[src/hw/rtl/ppm_p3_pkg.sv]
// ============================================================================
// ppm_p3_pkg
// Shared types and codes for the PPM P3 text parser.
// ============================================================================
`default_nettype none

package ppm_p3_pkg;

    // Result kinds on the output tuser
    localparam logic [1:0] KIND_HEADER = 2'd0;
    localparam logic [1:0] KIND_PIXEL  = 2'd1;
    localparam logic [1:0] KIND_ERROR  = 2'd2;
    localparam logic [1:0] KIND_END    = 2'd3;

    // Status codes
    localparam logic [2:0] ST_OK        = 3'd0;
    localparam logic [2:0] ST_BAD_MAGIC = 3'd1;
    localparam logic [2:0] ST_BAD_NUM   = 3'd2;
    localparam logic [2:0] ST_OVERFLOW  = 3'd3;
    localparam logic [2:0] ST_ZERO_MAX  = 3'd4;
    localparam logic [2:0] ST_TRUNC     = 3'd5;

    // Characters
    localparam logic [7:0] CH_LF    = 8'h0A;
    localparam logic [7:0] CH_SPACE = 8'h20;
    localparam logic [7:0] CH_HASH  = 8'h23;
    localparam logic [7:0] CH_ZERO  = 8'h30;
    localparam logic [7:0] CH_NINE  = 8'h39;
    localparam logic [7:0] CH_THREE = 8'h33;
    localparam logic [7:0] CH_P     = 8'h50;

    localparam int unsigned COMP_W  = 16;
    localparam int unsigned LEVEL_W = 24;
    localparam int unsigned ACC_W   = 17;
    localparam int unsigned TDATA_W = 144;

    // Outcome of one parse step
    typedef enum logic [1:0] {
        RES_NONE,
        RES_HDR,
        RES_PIX,
        RES_ERR
    } t_res;

    // Controller to datapath
    typedef struct packed {
        logic capture;   // latch the input word
        logic step;      // commit one parse step
        logic sel_lf;    // parse a virtual LF instead of the latched byte
        logic last;      // last flag for a parse result
        logic load_pix;  // load the pixel result once the levels are ready
        logic load_end;  // load the end result and return to reset state
    } t_cmd;

    // Datapath to controller
    typedef struct packed {
        t_res res;
        logic in_error;
        logic line_start;
        logic eos;
        logic div_busy;
        logic out_free;
    } t_stat;

endpackage

`default_nettype wire

[src/hw/rtl/ascii_ppm_p3_parser_core.sv]
// ============================================================================
// ascii_ppm_p3_parser_core
// Each accepted byte is parsed in S_BYTE before the next byte is accepted.
// A byte that completes a pixel then waits in S_DIV while the bit-serial
// divider computes the three levels in turn. End of stream adds a closing
// LF and the end result, plus one division if that LF ends a pixel.
// Synchronous active-low reset returns the parser to the magic line.
// ============================================================================
`default_nettype none

module ascii_ppm_p3_parser_core
    import ppm_p3_pkg::*;
#(
    parameter int unsigned MAX_DIMENSION = 4096,
    parameter int unsigned FRACTION_BITS = 16
) (
    input  wire logic               i_clk,
    input  wire logic               i_rst_n,
    input  wire logic               i_s_tvalid,
    output logic                    o_s_tready,
    input  wire logic [7:0]         i_s_tdata,   // data_byte[7:0]
    input  wire logic               i_s_tlast,   // end_of_stream
    output logic                    o_m_tvalid,
    input  wire logic               i_m_tready,
    // pixel_x[11:0], pixel_y[23:12], red_level[47:24], green_level[71:48],
    // blue_level[95:72], image_width[108:96], image_height[121:109],
    // max_value[137:122], status[140:138], zero pad[143:141]
    output logic [TDATA_W-1:0]      o_m_tdata,
    output logic [1:0]              o_m_tuser,   // kind[1:0]
    output logic                    o_m_tlast    // last
);

    t_cmd  cmd;
    t_stat stat;

    ppm_p3_ctrl u_ctrl (
        .i_clk     (i_clk),
        .i_rst_n   (i_rst_n),
        .i_s_tvalid(i_s_tvalid),
        .o_s_tready(o_s_tready),
        .i_stat    (stat),
        .o_cmd     (cmd)
    );

    ppm_p3_dp #(
        .MAX_DIMENSION(MAX_DIMENSION),
        .FRACTION_BITS(FRACTION_BITS)
    ) u_dp (
        .i_clk     (i_clk),
        .i_rst_n   (i_rst_n),
        .i_cmd     (cmd),
        .o_stat    (stat),
        .i_byte    (i_s_tdata),
        .i_eos     (i_s_tlast),
        .o_m_tvalid(o_m_tvalid),
        .i_m_tready(i_m_tready),
        .o_m_tdata (o_m_tdata),
        .o_m_tuser (o_m_tuser),
        .o_m_tlast (o_m_tlast)
    );

endmodule

`default_nettype wire

[src/hw/rtl/ppm_p3_div.sv]
// ============================================================================
// ppm_p3_div
// Restoring divider, one quotient bit per cycle, three components in turn.
// ============================================================================
`default_nettype none

module ppm_p3_div
    import ppm_p3_pkg::*;
#(
    parameter int unsigned FRACTION_BITS = 16
) (
    input  wire logic               i_clk,
    input  wire logic               i_rst_n,
    input  wire logic               i_start,
    input  wire logic [COMP_W-1:0]  i_comp0,
    input  wire logic [COMP_W-1:0]  i_comp1,
    input  wire logic [COMP_W-1:0]  i_comp2,
    input  wire logic [COMP_W-1:0]  i_max,
    output logic                    o_busy,
    output logic [LEVEL_W-1:0]      o_level0,
    output logic [LEVEL_W-1:0]      o_level1,
    output logic [LEVEL_W-1:0]      o_level2
);

    localparam int unsigned QW = COMP_W + FRACTION_BITS;
    localparam int unsigned CW = $clog2(QW + 1);

    logic [COMP_W-1:0]  r_comp [3];
    logic [COMP_W-1:0]  r_max;
    logic [QW-1:0]      r_dvd;
    logic [QW-1:0]      r_quo;
    logic [COMP_W:0]    r_rem;
    logic [CW-1:0]      r_cnt;
    logic [1:0]         r_idx;
    logic               r_busy;
    logic [LEVEL_W-1:0] r_level [3];

    logic [COMP_W:0]    rem_sh;
    logic               qbit;
    logic [COMP_W:0]    n_rem;
    logic [QW-1:0]      n_quo;
    logic [LEVEL_W-1:0] sat_level;

    // One restoring step
    always_comb begin
        rem_sh    = {r_rem[COMP_W-1:0], r_dvd[QW-1]};
        qbit      = (rem_sh >= {1'b0, r_max});
        n_rem     = qbit ? (rem_sh - {1'b0, r_max}) : rem_sh;
        n_quo     = {r_quo[QW-2:0], qbit};
        sat_level = (n_quo > QW'({LEVEL_W{1'b1}})) ? {LEVEL_W{1'b1}} : n_quo[LEVEL_W-1:0];
    end

    // Advance the division
    always_ff @(posedge i_clk) begin
        if (!i_rst_n) begin
            r_busy <= 1'b0;
        end else if (i_start) begin
            r_busy    <= 1'b1;
            r_comp[0] <= i_comp0;
            r_comp[1] <= i_comp1;
            r_comp[2] <= i_comp2;
            r_max     <= i_max;
            r_dvd     <= QW'(i_comp0) << FRACTION_BITS;
            r_quo     <= '0;
            r_rem     <= '0;
            r_cnt     <= '0;
            r_idx     <= 2'd0;
        end else if (r_busy) begin
            if (r_cnt == CW'(QW - 1)) begin
                r_level[r_idx] <= sat_level;
                r_rem          <= '0;
                r_quo          <= '0;
                r_cnt          <= '0;
                if (r_idx == 2'd2) begin
                    r_busy <= 1'b0;
                end else begin
                    r_idx <= r_idx + 2'd1;
                    r_dvd <= QW'(r_comp[r_idx + 2'd1]) << FRACTION_BITS;
                end
            end else begin
                r_rem <= n_rem;
                r_quo <= n_quo;
                r_dvd <= r_dvd << 1;
                r_cnt <= r_cnt + CW'(1);
            end
        end
    end

    assign o_busy   = r_busy;
    assign o_level0 = r_level[0];
    assign o_level1 = r_level[1];
    assign o_level2 = r_level[2];

endmodule

`default_nettype wire

[src/hw/rtl/ppm_p3_dp.sv]
// ============================================================================
// ppm_p3_dp
// Parser datapath: token and header state, pixel counters, output register.
// ============================================================================
`default_nettype none

module ppm_p3_dp
    import ppm_p3_pkg::*;
#(
    parameter int unsigned MAX_DIMENSION = 4096,
    parameter int unsigned FRACTION_BITS = 16
) (
    input  wire logic               i_clk,
    input  wire logic               i_rst_n,
    input  wire t_cmd               i_cmd,
    output t_stat                   o_stat,
    input  wire logic [7:0]         i_byte,
    input  wire logic               i_eos,
    output logic                    o_m_tvalid,
    input  wire logic               i_m_tready,
    output logic [TDATA_W-1:0]      o_m_tdata,
    output logic [1:0]              o_m_tuser,
    output logic                    o_m_tlast
);

    localparam int unsigned DW = $clog2(MAX_DIMENSION + 1);

    typedef enum logic [2:0] {
        PH_MAGIC,
        PH_DIMS,
        PH_SCALE,
        PH_PIXELS,
        PH_ERROR
    } t_phase;

    // Parse state
    t_phase            r_phase,  n_phase;
    logic [ACC_W-1:0]  r_acc,    n_acc;
    logic              r_in,     n_in;
    logic              r_bad,    n_bad;
    logic              r_done,   n_done;
    logic              r_ls,     n_ls;
    logic              r_skip,   n_skip;
    logic [DW-1:0]     r_w,      n_w;
    logic [DW-1:0]     r_h,      n_h;
    logic [COMP_W-1:0] r_max,    n_max;
    logic [COMP_W-1:0] r_hold0,  n_hold0;
    logic [COMP_W-1:0] r_hold1,  n_hold1;
    logic [1:0]        r_cc,     n_cc;
    logic [DW-1:0]     r_col,    n_col;
    logic [DW-1:0]     r_row,    n_row;

    logic [7:0]        r_byte;
    logic              r_eos;
    logic [DW-1:0]     r_pix_x;
    logic [DW-1:0]     r_pix_y;

    t_res              res;
    logic [2:0]        res_st;
    logic [7:0]        ch;
    logic              digit;
    logic [20:0]       acc_next;
    logic [COMP_W-1:0] comp;
    logic [DW:0]       col_inc;

    logic              div_busy;
    logic [LEVEL_W-1:0] lv0, lv1, lv2;

    // Output register
    logic              r_ovalid;
    logic [1:0]        r_okind;
    logic [DW-1:0]     r_ox, r_oy;
    logic [LEVEL_W-1:0] r_or, r_og, r_ob;
    logic [DW-1:0]     r_ow, r_oh;
    logic [COMP_W-1:0] r_omax;
    logic [2:0]        r_ost;
    logic              r_olast;
    logic              out_free;

    assign out_free = !r_ovalid || i_m_tready;

    // One parse step on the selected character
    always_comb begin
        n_phase = r_phase; n_acc = r_acc; n_in = r_in; n_bad = r_bad;
        n_done = r_done; n_ls = r_ls; n_skip = r_skip; n_w = r_w; n_h = r_h;
        n_max = r_max; n_hold0 = r_hold0; n_hold1 = r_hold1; n_cc = r_cc;
        n_col = r_col; n_row = r_row;
        res    = RES_NONE;
        res_st = ST_OK;
        ch       = i_cmd.sel_lf ? CH_LF : r_byte;
        digit    = (ch >= CH_ZERO) && (ch <= CH_NINE);
        acc_next = ({4'b0, r_acc} << 3) + ({4'b0, r_acc} << 1) + 21'(ch[3:0]);
        comp     = (r_acc > ACC_W'({COMP_W{1'b1}})) ? {COMP_W{1'b1}} : r_acc[COMP_W-1:0];
        col_inc  = {1'b0, r_col} + (DW+1)'(1);

        if (r_phase != PH_ERROR) begin
            if (ch == CH_LF || ch == CH_SPACE) begin
                if (ch == CH_SPACE) begin
                    n_ls = 1'b0;
                end
                // Close the open token
                if (r_in) begin
                    n_in = 1'b0; n_bad = 1'b0; n_done = 1'b0; n_acc = '0;
                    case (r_phase)
                        PH_MAGIC: begin
                            if (r_acc != ACC_W'(2)) begin
                                res = RES_ERR; res_st = ST_BAD_MAGIC; n_phase = PH_ERROR;
                            end else begin
                                n_phase = PH_DIMS; n_skip = 1'b1; n_cc = 2'd0;
                            end
                        end
                        PH_DIMS: begin
                            if (r_bad || r_acc > ACC_W'(MAX_DIMENSION)) begin
                                res = RES_ERR; res_st = ST_BAD_NUM; n_phase = PH_ERROR;
                            end else if (r_cc == 2'd0) begin
                                n_w  = r_acc[DW-1:0];
                                n_cc = 2'd1;
                            end else begin
                                n_h = r_acc[DW-1:0]; n_phase = PH_SCALE;
                                n_skip = 1'b1; n_cc = 2'd0;
                            end
                        end
                        PH_SCALE: begin
                            if (r_bad || r_acc > ACC_W'({COMP_W{1'b1}})) begin
                                res = RES_ERR; res_st = ST_BAD_NUM; n_phase = PH_ERROR;
                            end else if (r_acc == '0) begin
                                res = RES_ERR; res_st = ST_ZERO_MAX; n_phase = PH_ERROR;
                            end else begin
                                n_max = r_acc[COMP_W-1:0]; n_phase = PH_PIXELS;
                                n_skip = 1'b1; n_cc = 2'd0; n_col = '0; n_row = '0;
                                res = RES_HDR;
                            end
                        end
                        PH_PIXELS: begin
                            if (r_bad) begin
                                res = RES_ERR; res_st = ST_BAD_NUM; n_phase = PH_ERROR;
                            end else if (r_cc == 2'd0) begin
                                n_hold0 = comp; n_cc = 2'd1;
                            end else if (r_cc == 2'd1) begin
                                n_hold1 = comp; n_cc = 2'd2;
                            end else begin
                                n_cc = 2'd0;
                                if (r_w == '0 || r_row >= r_h) begin
                                    res = RES_ERR; res_st = ST_OVERFLOW; n_phase = PH_ERROR;
                                end else begin
                                    res = RES_PIX;
                                    if (col_inc >= {1'b0, r_w}) begin
                                        n_col = '0;
                                        n_row = r_row + DW'(1);
                                    end else begin
                                        n_col = col_inc[DW-1:0];
                                    end
                                end
                            end
                        end
                        default: begin
                        end
                    endcase
                end
                // Line end checks
                if (ch == CH_LF && n_phase != PH_ERROR) begin
                    if (n_skip) begin
                        n_skip = 1'b0;
                    end else if (n_phase == PH_MAGIC) begin
                        res = RES_ERR; res_st = ST_BAD_MAGIC; n_phase = PH_ERROR;
                    end else if (n_phase == PH_DIMS || n_phase == PH_SCALE) begin
                        res = RES_ERR; res_st = ST_BAD_NUM; n_phase = PH_ERROR;
                    end
                    n_ls = 1'b1;
                end
            end else begin
                n_ls = 1'b0;
                if (r_skip) begin
                    n_skip = 1'b1;
                end else if (r_ls && ch == CH_HASH && r_phase != PH_MAGIC) begin
                    n_skip = 1'b1;
                end else if (!r_in) begin
                    n_in = 1'b1;
                    if (r_phase == PH_MAGIC) begin
                        n_acc = (ch == CH_P) ? ACC_W'(1) : ACC_W'(3);
                    end else if (digit) begin
                        n_acc = ACC_W'(ch[3:0]);
                    end else begin
                        n_acc = '0;
                        n_bad = 1'b1;
                    end
                end else if (r_phase == PH_MAGIC) begin
                    n_acc = (r_acc == ACC_W'(1) && ch == CH_THREE) ? ACC_W'(2) : ACC_W'(3);
                end else if (!(r_bad || r_done)) begin
                    if (digit) begin
                        n_acc = (acc_next > 21'({ACC_W{1'b1}})) ? {ACC_W{1'b1}}
                                                               : acc_next[ACC_W-1:0];
                    end else begin
                        n_done = 1'b1;
                    end
                end
            end
        end
    end

    // Hold parse state; commit on step, clear on reset and at end of stream
    always_ff @(posedge i_clk) begin
        if (!i_rst_n || i_cmd.load_end) begin
            r_phase <= PH_MAGIC; r_acc <= '0; r_in <= 1'b0; r_bad <= 1'b0;
            r_done <= 1'b0; r_ls <= 1'b1; r_skip <= 1'b0; r_w <= '0; r_h <= '0;
            r_max <= '0; r_hold0 <= '0; r_hold1 <= '0; r_cc <= 2'd0;
            r_col <= '0; r_row <= '0;
        end else if (i_cmd.step) begin
            r_phase <= n_phase; r_acc <= n_acc; r_in <= n_in; r_bad <= n_bad;
            r_done <= n_done; r_ls <= n_ls; r_skip <= n_skip; r_w <= n_w; r_h <= n_h;
            r_max <= n_max; r_hold0 <= n_hold0; r_hold1 <= n_hold1; r_cc <= n_cc;
            r_col <= n_col; r_row <= n_row;
        end
    end

    // Latch input word and pixel position
    always_ff @(posedge i_clk) begin
        if (i_cmd.capture) begin
            r_byte <= i_byte;
            r_eos  <= i_eos;
        end
        if (i_cmd.step && res == RES_PIX) begin
            r_pix_x <= r_col;
            r_pix_y <= r_row;
        end
    end

    ppm_p3_div #(
        .FRACTION_BITS(FRACTION_BITS)
    ) u_div (
        .i_clk   (i_clk),
        .i_rst_n (i_rst_n),
        .i_start (i_cmd.step && res == RES_PIX),
        .i_comp0 (r_hold0),
        .i_comp1 (r_hold1),
        .i_comp2 (comp),
        .i_max   (r_max),
        .o_busy  (div_busy),
        .o_level0(lv0),
        .o_level1(lv1),
        .o_level2(lv2)
    );

    // Load and drain the output register
    always_ff @(posedge i_clk) begin
        if (!i_rst_n) begin
            r_ovalid <= 1'b0;
        end else if (i_cmd.step && (res == RES_HDR || res == RES_ERR)) begin
            r_ovalid <= 1'b1;
            r_okind  <= (res == RES_HDR) ? KIND_HEADER : KIND_ERROR;
            r_ox <= '0; r_oy <= '0; r_or <= '0; r_og <= '0; r_ob <= '0;
            r_ow <= n_w; r_oh <= n_h; r_omax <= n_max;
            r_ost    <= res_st;
            r_olast  <= i_cmd.last;
        end else if (i_cmd.load_pix) begin
            r_ovalid <= 1'b1;
            r_okind  <= KIND_PIXEL;
            r_ox <= r_pix_x; r_oy <= r_pix_y; r_or <= lv0; r_og <= lv1; r_ob <= lv2;
            r_ow <= r_w; r_oh <= r_h; r_omax <= r_max;
            r_ost    <= ST_OK;
            r_olast  <= i_cmd.last;
        end else if (i_cmd.load_end) begin
            r_ovalid <= 1'b1;
            if (r_phase == PH_MAGIC || r_phase == PH_DIMS || r_phase == PH_SCALE) begin
                r_okind <= KIND_ERROR;
                r_ost   <= ST_TRUNC;
            end else begin
                r_okind <= KIND_END;
                r_ost   <= ST_OK;
            end
            r_ox <= '0; r_oy <= '0; r_or <= '0; r_og <= '0; r_ob <= '0;
            r_ow <= r_w; r_oh <= r_h; r_omax <= r_max;
            r_olast  <= 1'b1;
        end else if (i_m_tready) begin
            r_ovalid <= 1'b0;
        end
    end

    assign o_m_tvalid = r_ovalid;
    assign o_m_tuser  = r_okind;
    assign o_m_tlast  = r_olast;
    assign o_m_tdata  = {3'b000, r_ost, r_omax, 13'(r_oh), 13'(r_ow),
                         r_ob, r_og, r_or, 12'(r_oy), 12'(r_ox)};

    assign o_stat.res        = res;
    assign o_stat.in_error   = (r_phase == PH_ERROR);
    assign o_stat.line_start = r_ls;
    assign o_stat.eos        = r_eos;
    assign o_stat.div_busy   = div_busy;
    assign o_stat.out_free   = out_free;

endmodule

`default_nettype wire

[src/hw/rtl/ppm_p3_ctrl.sv]
// ============================================================================
// ppm_p3_ctrl
// Sequencer: byte step, level division, closing LF and end-of-stream result.
// ============================================================================
`default_nettype none

module ppm_p3_ctrl
    import ppm_p3_pkg::*;
(
    input  wire logic  i_clk,
    input  wire logic  i_rst_n,
    input  wire logic  i_s_tvalid,
    output logic       o_s_tready,
    input  wire t_stat i_stat,
    output t_cmd       o_cmd
);

    typedef enum logic [2:0] {
        S_IDLE,
        S_BYTE,
        S_DIV,
        S_LF,
        S_END
    } t_state;

    t_state r_state;
    logic   r_lf_pass;

    // Decode commands from state
    always_comb begin
        o_cmd          = '0;
        o_cmd.sel_lf   = (r_state == S_LF);
        o_cmd.last     = (r_state == S_LF || (r_state == S_DIV && r_lf_pass)) ? 1'b0
                                                                             : !i_stat.eos;
        case (r_state)
            S_IDLE:  o_cmd.capture  = i_s_tvalid;
            S_BYTE:  o_cmd.step     = i_stat.out_free;
            S_DIV:   o_cmd.load_pix = !i_stat.div_busy && i_stat.out_free;
            S_LF:    o_cmd.step     = !i_stat.in_error && !i_stat.line_start
                                      && i_stat.out_free;
            S_END:   o_cmd.load_end = i_stat.out_free;
            default: o_cmd          = '0;
        endcase
    end

    assign o_s_tready = (r_state == S_IDLE);

    // Advance the sequence
    always_ff @(posedge i_clk) begin
        if (!i_rst_n) begin
            r_state   <= S_IDLE;
            r_lf_pass <= 1'b0;
        end else begin
            case (r_state)
                S_IDLE: begin
                    if (i_s_tvalid) begin
                        r_state <= S_BYTE;
                    end
                end
                S_BYTE: begin
                    if (i_stat.out_free) begin
                        r_lf_pass <= 1'b0;
                        if (i_stat.res == RES_PIX) begin
                            r_state <= S_DIV;
                        end else begin
                            r_state <= i_stat.eos ? S_LF : S_IDLE;
                        end
                    end
                end
                S_DIV: begin
                    if (!i_stat.div_busy && i_stat.out_free) begin
                        if (r_lf_pass) begin
                            r_state <= S_END;
                        end else begin
                            r_state <= i_stat.eos ? S_LF : S_IDLE;
                        end
                    end
                end
                S_LF: begin
                    if (i_stat.in_error || i_stat.line_start) begin
                        r_state <= S_END;
                    end else if (i_stat.out_free) begin
                        r_lf_pass <= 1'b1;
                        r_state   <= (i_stat.res == RES_PIX) ? S_DIV : S_END;
                    end
                end
                S_END: begin
                    if (i_stat.out_free) begin
                        r_state <= S_IDLE;
                    end
                end
                default: r_state <= S_IDLE;
            endcase
        end
    end

endmodule

`default_nettype wire
[config.mk]
export PLATFORM = sky130hd
export DESIGN_NAME = ascii_ppm_p3_parser_core
export DESIGN_NICKNAME = d
export VERILOG_FILES = /design/src/hw/rtl/ppm_p3_pkg.sv /design/src/hw/rtl/ascii_ppm_p3_parser_core.sv /design/src/hw/rtl/ppm_p3_div.sv /design/src/hw/rtl/ppm_p3_dp.sv /design/src/hw/rtl/ppm_p3_ctrl.sv
export SDC_FILE = /design/constraint.sdc
export NUM_CORES = 1
export LEC_CHECK = 0
export BUFFER_PORTS_ARGS = -buffer_cell sky130_fd_sc_hd__buf_2
export CORE_UTILIZATION = 52
export DETAILED_ROUTE_END_ITERATION = 10
export PLACE_DENSITY = 0.78
export RECOVER_POWER = 25
export REMOVE_ABC_BUFFERS = 1
export SETUP_SLACK_MARGIN = 0.3
export SLEW_MARGIN = 20
export SYNTH_ARGS = -nofsm -noshare
export SYNTH_HDL_FRONTEND = slang
export SYNTH_SLANG_ARGS = --single-unit
[constraint.sdc]
create_clock -name i_clk -period 5.8 [get_ports i_clk]
set_input_delay 0.58 -clock i_clk [delete_from_list [all_inputs] [get_ports i_clk]]
set_output_delay 0.58 -clock i_clk [all_outputs]
set_load 0.005 [all_outputs]
# Word-level counts from Yosys, hierarchy flattened
# Memory sizes are Yosys's and may differ from the RTL's.
# Index checks and enable logic that the tools add are counted.
# op_classes
n_reduce_logical	64
mux	217
n_eq_ne	53
magnitude_cmp	9
n_bitwise	2
add_sub_neg	7
# op_table
cell	n
$mux 13	30
$mux 16	13
$mux 17	10
$mux 32	4
$mux 3	41
$mux 24	5
$mux 2	32
$mux 1	62
$mux 31	2
$pmux 13 s2	2
$mux 12	3
$gt 32x24->1 const B	1
$ne 2x2->1 const B	15
$eq 8x6->1 const B	3
$pmux 3 s4	2
$reduce_and 8->1	3
$add 20x18->21	1
$add 21x4->21	1
$gt 21x17->1 const B	1
$eq 17x1->1 const B	1
$ge 17x16->1	1
$gt 17x13->1 const B	1
$gt 17x16->1 const B	1
$logic_not 17->1	1
other kinds (49)	116
# word_totals
mem_count	2
ff_bits	413
word_cells	395
out_inout_bits	149
in_bits	13
ram_bits	120
# memory_table
memory	depth	word_bits	rd	rd_ports_with_merged_regs	wr	line_no	source
u_dp.u_div.r_level	3	24	3	0	1	ppm_p3_div.sv:36	logic [LEVEL_W-1:0] r_level [3];
u_dp.u_div.r_comp	3	16	1	0	3	ppm_p3_div.sv:28	logic [COMP_W-1:0] r_comp [3];

# Depth between registers and ports, before layout
# logic_depth
word_depth	23
mapped_depth	18
depth_no_buf	15

# Hierarchy
# A second synthesis with hierarchy kept.
# hier_totals
hier_cells	1939
area_unflattened_um2	23326.1
# modules_own_cells
module	cells_per_inst	area_each_um2	instances	seq_area_each_um2
ppm_p3_dp	1260	14146.1	1	7877.6
ppm_p3_div	630	8775.9	1	6236.0
ppm_p3_ctrl	49	404.1	1	80.1

# Least setup slack after synthesis
# OpenSTA, ideal clock, no wires.
# synth_path
path_kind	register to register
from	register u_dp.r_acc[12]
to	register u_dp.r_olast, in the netlist u_dp.o_m_tlast, enable pin
required_ns	5.284
setup_ns	0.516
n_path_buf	0
t_arrival_ns	5.534
path_slack_ns	-0.250
path_stages_with_launch	11
period_less_slack_ns	6.050
path_cell_list	dfxtp_1 -> nor2_1 -> inv_1 -> or4_1 -> o31ai_1 -> a21bo_2 -> nor2b_1 -> a31oi_1 -> o21bai_1 -> a21oi_1 -> o21a_1
# synth_between
elab_chain_len	20
elab_cells_between_ends	46
classes_between	order compare: 2; eq/ne: 6; mux: 28; reduce/logical: 10
# synth_lines
element	line_no	source
start: declaration	ppm_p3_dp.sv:38	logic [ACC_W-1:0] r_acc, n_acc;
start signal: assignment	ppm_p3_dp.sv:209	r_phase <= n_phase; r_acc <= n_acc; r_in <= n_in; r_bad <= n_bad;
$gt 17x16->1 (tied with other cells)	ppm_p3_dp.sv:124	if (r_bad || r_acc > ACC_W'({COMP_W{1'b1}})) begin
$logic_or 1x1->1 (tied with other cells)	ppm_p3_dp.sv:124	
$mux 3 (on tied branches)	ppm_p3_dp.sv:124, ppm_p3_dp.sv:113	
$pmux 3 s4	ppm_p3_dp.sv:104	case (r_phase)
$mux 3	ppm_p3_dp.sv:102	if (r_in) begin
$mux 3	ppm_p3_dp.sv:97	if (ch == CH_LF || ch == CH_SPACE) begin
$mux 3	ppm_p3_dp.sv:96	if (r_phase != PH_ERROR) begin
$eq 3x1->1 / $eq 3x2->1 (equally long branches)	ppm_p3_dp.sv:166	end else if (n_phase == PH_DIMS || n_phase == PH_SCALE) begin
[4 not listed]	--	
$mux 2 *	ppm_p3_dp.sv:161	if (ch == CH_LF && n_phase != PH_ERROR) begin
$mux 2 *	ppm_p3_dp.sv:97	
$mux 2 *	ppm_p3_dp.sv:96	
$eq 2x1->1 / $eq 2x2->1 (equally long branches)	ppm_p3_dp.sv:248	end else if (i_cmd.step && (res == RES_HDR || res == RES_ERR)) begin
$logic_or 1x1->1 *	ppm_p3_dp.sv:248	
$logic_and 1x1->1 *	ppm_p3_dp.sv:248	
$reduce_bool 3->1 (no source line) *	--	
$reduce_and 2->1 (no source line) *	--	
end signal: assignment	ppm_p3_dp.sv:254	r_olast <= i_cmd.last;
end signal: assignment	ppm_p3_dp.sv:261	r_olast <= i_cmd.last;
end: declaration	ppm_p3_dp.sv:77	logic r_olast;
# Mark *: on every way between the ends. The rest lies on a longest branch, timed or not. The select of a mux whose other input is x is not followed.
# A chain may end at the register's enable or synchronous reset.

# Worst setup path after layout
# layout_path
from	register u_dp.r_row[0]
to	register u_dp.u_div.r_max[15], enable pin
# layout_between
elab_chain_len	21
elab_cells_between_ends	31
classes_between	order compare: 1; eq/ne: 4; mux: 20; reduce/logical: 6
# layout_lines
element	line_no	source
start: declaration	ppm_p3_dp.sv:51	logic [DW-1:0] r_row, n_row;
start signal: assignment	ppm_p3_dp.sv:212	r_col <= n_col; r_row <= n_row;
$ge 13x13->1 *	ppm_p3_dp.sv:143	if (r_w == '0 || r_row >= r_h) begin
$logic_or 1x1->1 *	ppm_p3_dp.sv:143	
$mux 3	ppm_p3_dp.sv:143	
$mux 3	ppm_p3_dp.sv:139	end else if (r_cc == 2'd1) begin
$mux 3	ppm_p3_dp.sv:137	end else if (r_cc == 2'd0) begin
$mux 3	ppm_p3_dp.sv:135	if (r_bad) begin
$pmux 3 s4	ppm_p3_dp.sv:104	
$mux 3	ppm_p3_dp.sv:102	
[5 not listed]	--	
$mux 2	ppm_p3_dp.sv:164	end else if (n_phase == PH_MAGIC) begin
$mux 2	ppm_p3_dp.sv:162	if (n_skip) begin
$mux 2 *	ppm_p3_dp.sv:161	
$mux 2 *	ppm_p3_dp.sv:97	
$mux 2 *	ppm_p3_dp.sv:96	
$eq 2x2->1 *	ppm_p3_dp.sv:233	.i_start (i_cmd.step && res == RES_PIX),
$logic_and 1x1->1 *	ppm_p3_dp.sv:233	
$reduce_and 2->1 (no source line) *	--	
end signal: assignment	ppm_p3_div.sv:62	r_max <= i_max;
end: declaration	ppm_p3_div.sv:29	logic [COMP_W-1:0] r_max;
# Marks and branches as above.

==> results.py <==
metrics = {
    "cts": {
        "numCtsBuffers": 51,
        "clk_latency_ps": 590,
        "post_cts_resized": 0,
        "tritoncts": "done",
        "clk_pin_slew_worst_paths_ps": 60,
        "cts_buffer_depth": 3,
        "clock-sinks": 517,
        "postCtsSetupBuffers": 0,
        "ctsHoldBuffers": 0,
        "h-tree-depth": 2,
        "cts-root-buf": "clkbuf_16",
    },
    "timing": {
        "min_period_over_period_pct": 83.20,
        "slew_violations": 0,
        "hold_viol": 0,
        "worstMarginPinSlew_ps": 1124,
        "fmax_mhz": 207.2,
        "post-route-min-period_ps": 4826,
        "slew_headroom_pct": 25.05,
        "setup_viol": 0,
        "fin_hold_ws_ps": 156.6,
        "fin_skew_ps": 27.12,
        "rsz0062_at_grt": "no",
    },
    "finish": {
        "drive_gt1_share_pct": 12.13,
        "nNetsFinal": 2100,
        "regArea_um2": 14190,
        "fillers": 3378,
        "diodes": 0,
        "final_core_util_pct": 59.52,
        "syn_to_final_growth_pct": 13.02,
        "multi_input_area_um2": 7760,
    },
    "routing": {
        "first_pass_iters": 5,
        "vias_per_cell": 5.523,
        "wirelength_um": 49450,
        "drt_iter0_markers": 1246,
        "drc_errors": 0,
        "wire_per_inst_um": 18.81,
        "via_count": 14520,
        "antenna_left": 0,
    },
    "worst_setup_path": {
        "reg2reg_to": "u_dp.u_div.r_max[15]",
        "end_kind": "flip-flop",
        "reg2reg_depth": 12,
        "critPathArrivalTime_ps": 5090,
        "rrSetupSlack_ps": 970,
        "required_ps": 6060,
        "cp_max_fo": 44,
        "start_kind": "flip-flop",
        "crit_type": "reg -> reg",
        "r2r-start": "u_dp.r_row[0]",
    },
    "global_route": {
        "track_usage_pct": 22.34,
        "grt_pass1_wl_um": 76910,
        "grt_pass1_vias": 14020,
        "antenna_found_initial": 1,
        "grt_overflow": 0,
        "grt_start_max_net_pins": 100,
    },
    "hold_path": {
        "hp-start": "i_s_tdata[1]",
        "holdPathEnd": "u_dp.r_byte[1]",
        "worstHoldPathCells": 1,
        "hold_class": "in -> reg",
    },
    "logic_synthesis": {
        "yosysMostFrequentCell": "edfxtp_1",
        "avgSynthCellArea_um2": 12.13,
        "ys.flop_type": "edfxtp_1",
        "synth_top_area_cell": "edfxtp_1",
        "synthTopCellsByCount": "edfxtp_1 (384), nor2_1 (204), dfxtp_1 (133)",
        "synthArstFlopShare_pct": 0,
        "ys_seq_area_share_pct": 62.71,
        "yosys-top-cells-area": "edfxtp_1 (51%), dfxtp_1 (12%), ha_1 (4.5%)",
        "synth_area_um2": 22630,
        "synth_cells": 1866,
        "yosysWarnings": 0,
        "ys_ff_latch": 517,
        "synth.distinct_cells": 78,
        "synth.top_cell.area_share_pct": 50.95,
        "synth_edf_count": 384,
    },
    "outcome": {
        "status": "completed",
    },
    "placement": {
        "gp_congestion": 0.9400,
        "dp_hpwl_um": 34140,
        "portBuffers": 158,
    },
    "pwr": {
        "switching_share_pct": 21.03,
        "clock_power_share_pct": 42.7,
        "p_total_mw": 7.621,
        "power.density_nw_per_um2": 297.9,
        "p_leak_nw": 9.324,
        "peakVddDrop_mv": 0.2115,
        "pwr-share-comb_pct": 4.2,
        "p_int_mw": 6.018,
        "seqPwrFrac_pct": 53.0,
        "p_switching_mw": 1.603,
    },
    "floorplanning": {
        "initial_core_util_pct": 52.66,
        "die_y_um": 210.6,
        "io_pins": 162,
        "dieArea_um2": 44360,
        "rows": 76,
        "die_w_um": 210.6,
        "core-area_um2": 42980,
    },
    "flow_run": {
        "drv_cap": 0,
    },
}
==> stage by stage <==
| stage | worst slack, ps | instance area [µm²] | TNS (ps) | instances |
|---|---|---|---|---|
| after floorplan | -404.9 | 22230 | -58480 | 1767 |
| after CTS | 994.5 | 25670 | 0 | 2629 |
| after detailed placement | 1052 | 24010 | 0 | 2534 |
| final | 974.4 | 25580 | 0 | 2629 |
| after global placement | 1221 | 24010 | 0 | 2534 |
| after global routing | 607.3 | 25580 | 0 | 2629 |
==> flip-flops by register name, indices dropped and copies added, names as in the netlist, 16 cells and up <==
| signal | cells |
|---|---|
| u_dp.r_og | 24 |
| u_dp.r_hold0 | 16 |
| u_dp.r_hold1 | 16 |
| u_dp.u_div.r_rem | 16 |
| u_dp.r_max | 16 |
| u_dp.r_ob | 24 |
| u_dp.r_acc | 17 |
| u_dp.u_div.r_comp | 48 |
| u_dp.u_div.r_level | 72 |
| u_dp.u_div.r_dvd | 16 |
| u_dp.u_div.r_quo | 31 |
| u_dp.r_omax | 16 |
| u_dp.r_or | 24 |
| u_dp.u_div.r_max | 16 |
==> kinds of logic (layout without fill, tap and decap cells) <==
family / Yosys count / count (layout) / share of synthesized area [%]
multiplexers: 91 / 91 / 4.179
buffers and inverters: 188 / 364 / 3.273
AND/OR/NAND/NOR: 654 / 654 / 14.82
XOR/XNOR: 55 / 55 / 2.128
flip-flops: 517 / 517 / 62.71
other: 1 / 3 / 0.01657
AO/OA/AOI/OAI: 275 / 275 / 8.077
adder cells (fa/ha/maj): 85 / 85 / 4.798
==> critical path, stage by stage (launching register included) <==
cell and delay (ps):
dfxtp_1 390, inv_1 80, ha_1 280, nand2b_1 140
a211oi_1 240, o21ai_0 160, a31o_2 260, o211ai_1 440
nand3_1 390, or3_1 890, inv_2 360, and2_2 510
buf_12 300
==> power groups by stage <==
| stage | logic (mW) | clock network [mW] | registers [mW] |
|---|---|---|---|
| detailed placement | 0.325 | 0 | 4.12 |
| finish | 0.324 | 3.26 | 4.04 |
| global placement | 0.317 | 0 | 4.12 |
| global route | 0.362 | 3.46 | 4.04 |
| floorplan | 0.210 | 0 | 4.10 |
| CTS | 0.327 | 3.33 | 4.04 |
==> final cells by class <==
type	count	area share, %
tap	585	2.861
inverter	87	1.286
multi-input combinational	1163	30.34
clock buffer	73	5.679
sequential	517	55.49
timing repair buffer	182	3.527
clock inverter	22	0.8266
==> layer usage <==
metal / track usage [%] / wire (µm) / share of wire [%]
met5: 0 / 0 / 0
met4: 10.54 / 2167 / 4.4
met3: 3.137 / 2652 / 5.4
met2: 36.75 / 23160 / 47
met1: 29.34 / 21470 / 43
==> worst max path at each step <==
stage / start / end / slack, ps
after detailed placement: u_dp.r_acc[8] / u_dp.u_div.r_level[1][1] / 1050
final: u_dp.r_row[0] / u_dp.u_div.r_max[15] / 970
after global placement: u_dp.r_row[0] / u_dp.u_div.r_max[7] / 1220
after floorplan: u_dp.r_acc[16] / u_dp.o_m_tlast / -400
after CTS: u_dp.r_acc[8] / u_dp.u_div.r_level[1][5] / 990
after global routing: u_dp.r_acc[8] / u_dp.u_div.r_level[0][2] / 610
==> layout by cell type, fill, tap and decap left out, types with 39 or more instances in the layout <==
cell type,count
clkbuf_1,87
ha_1,82
nand2_1,92
buf_2,89
dfxtp_1,133
nor2_1,204
a211oi_1,39
edfxtp_1,384
and3_1,43
and2_1,121
inv_1,85
mux2i_1,63
clkbuf_16,54
a21oi_1,74
No activity file was read; power rests on OpenSTA's default activity.
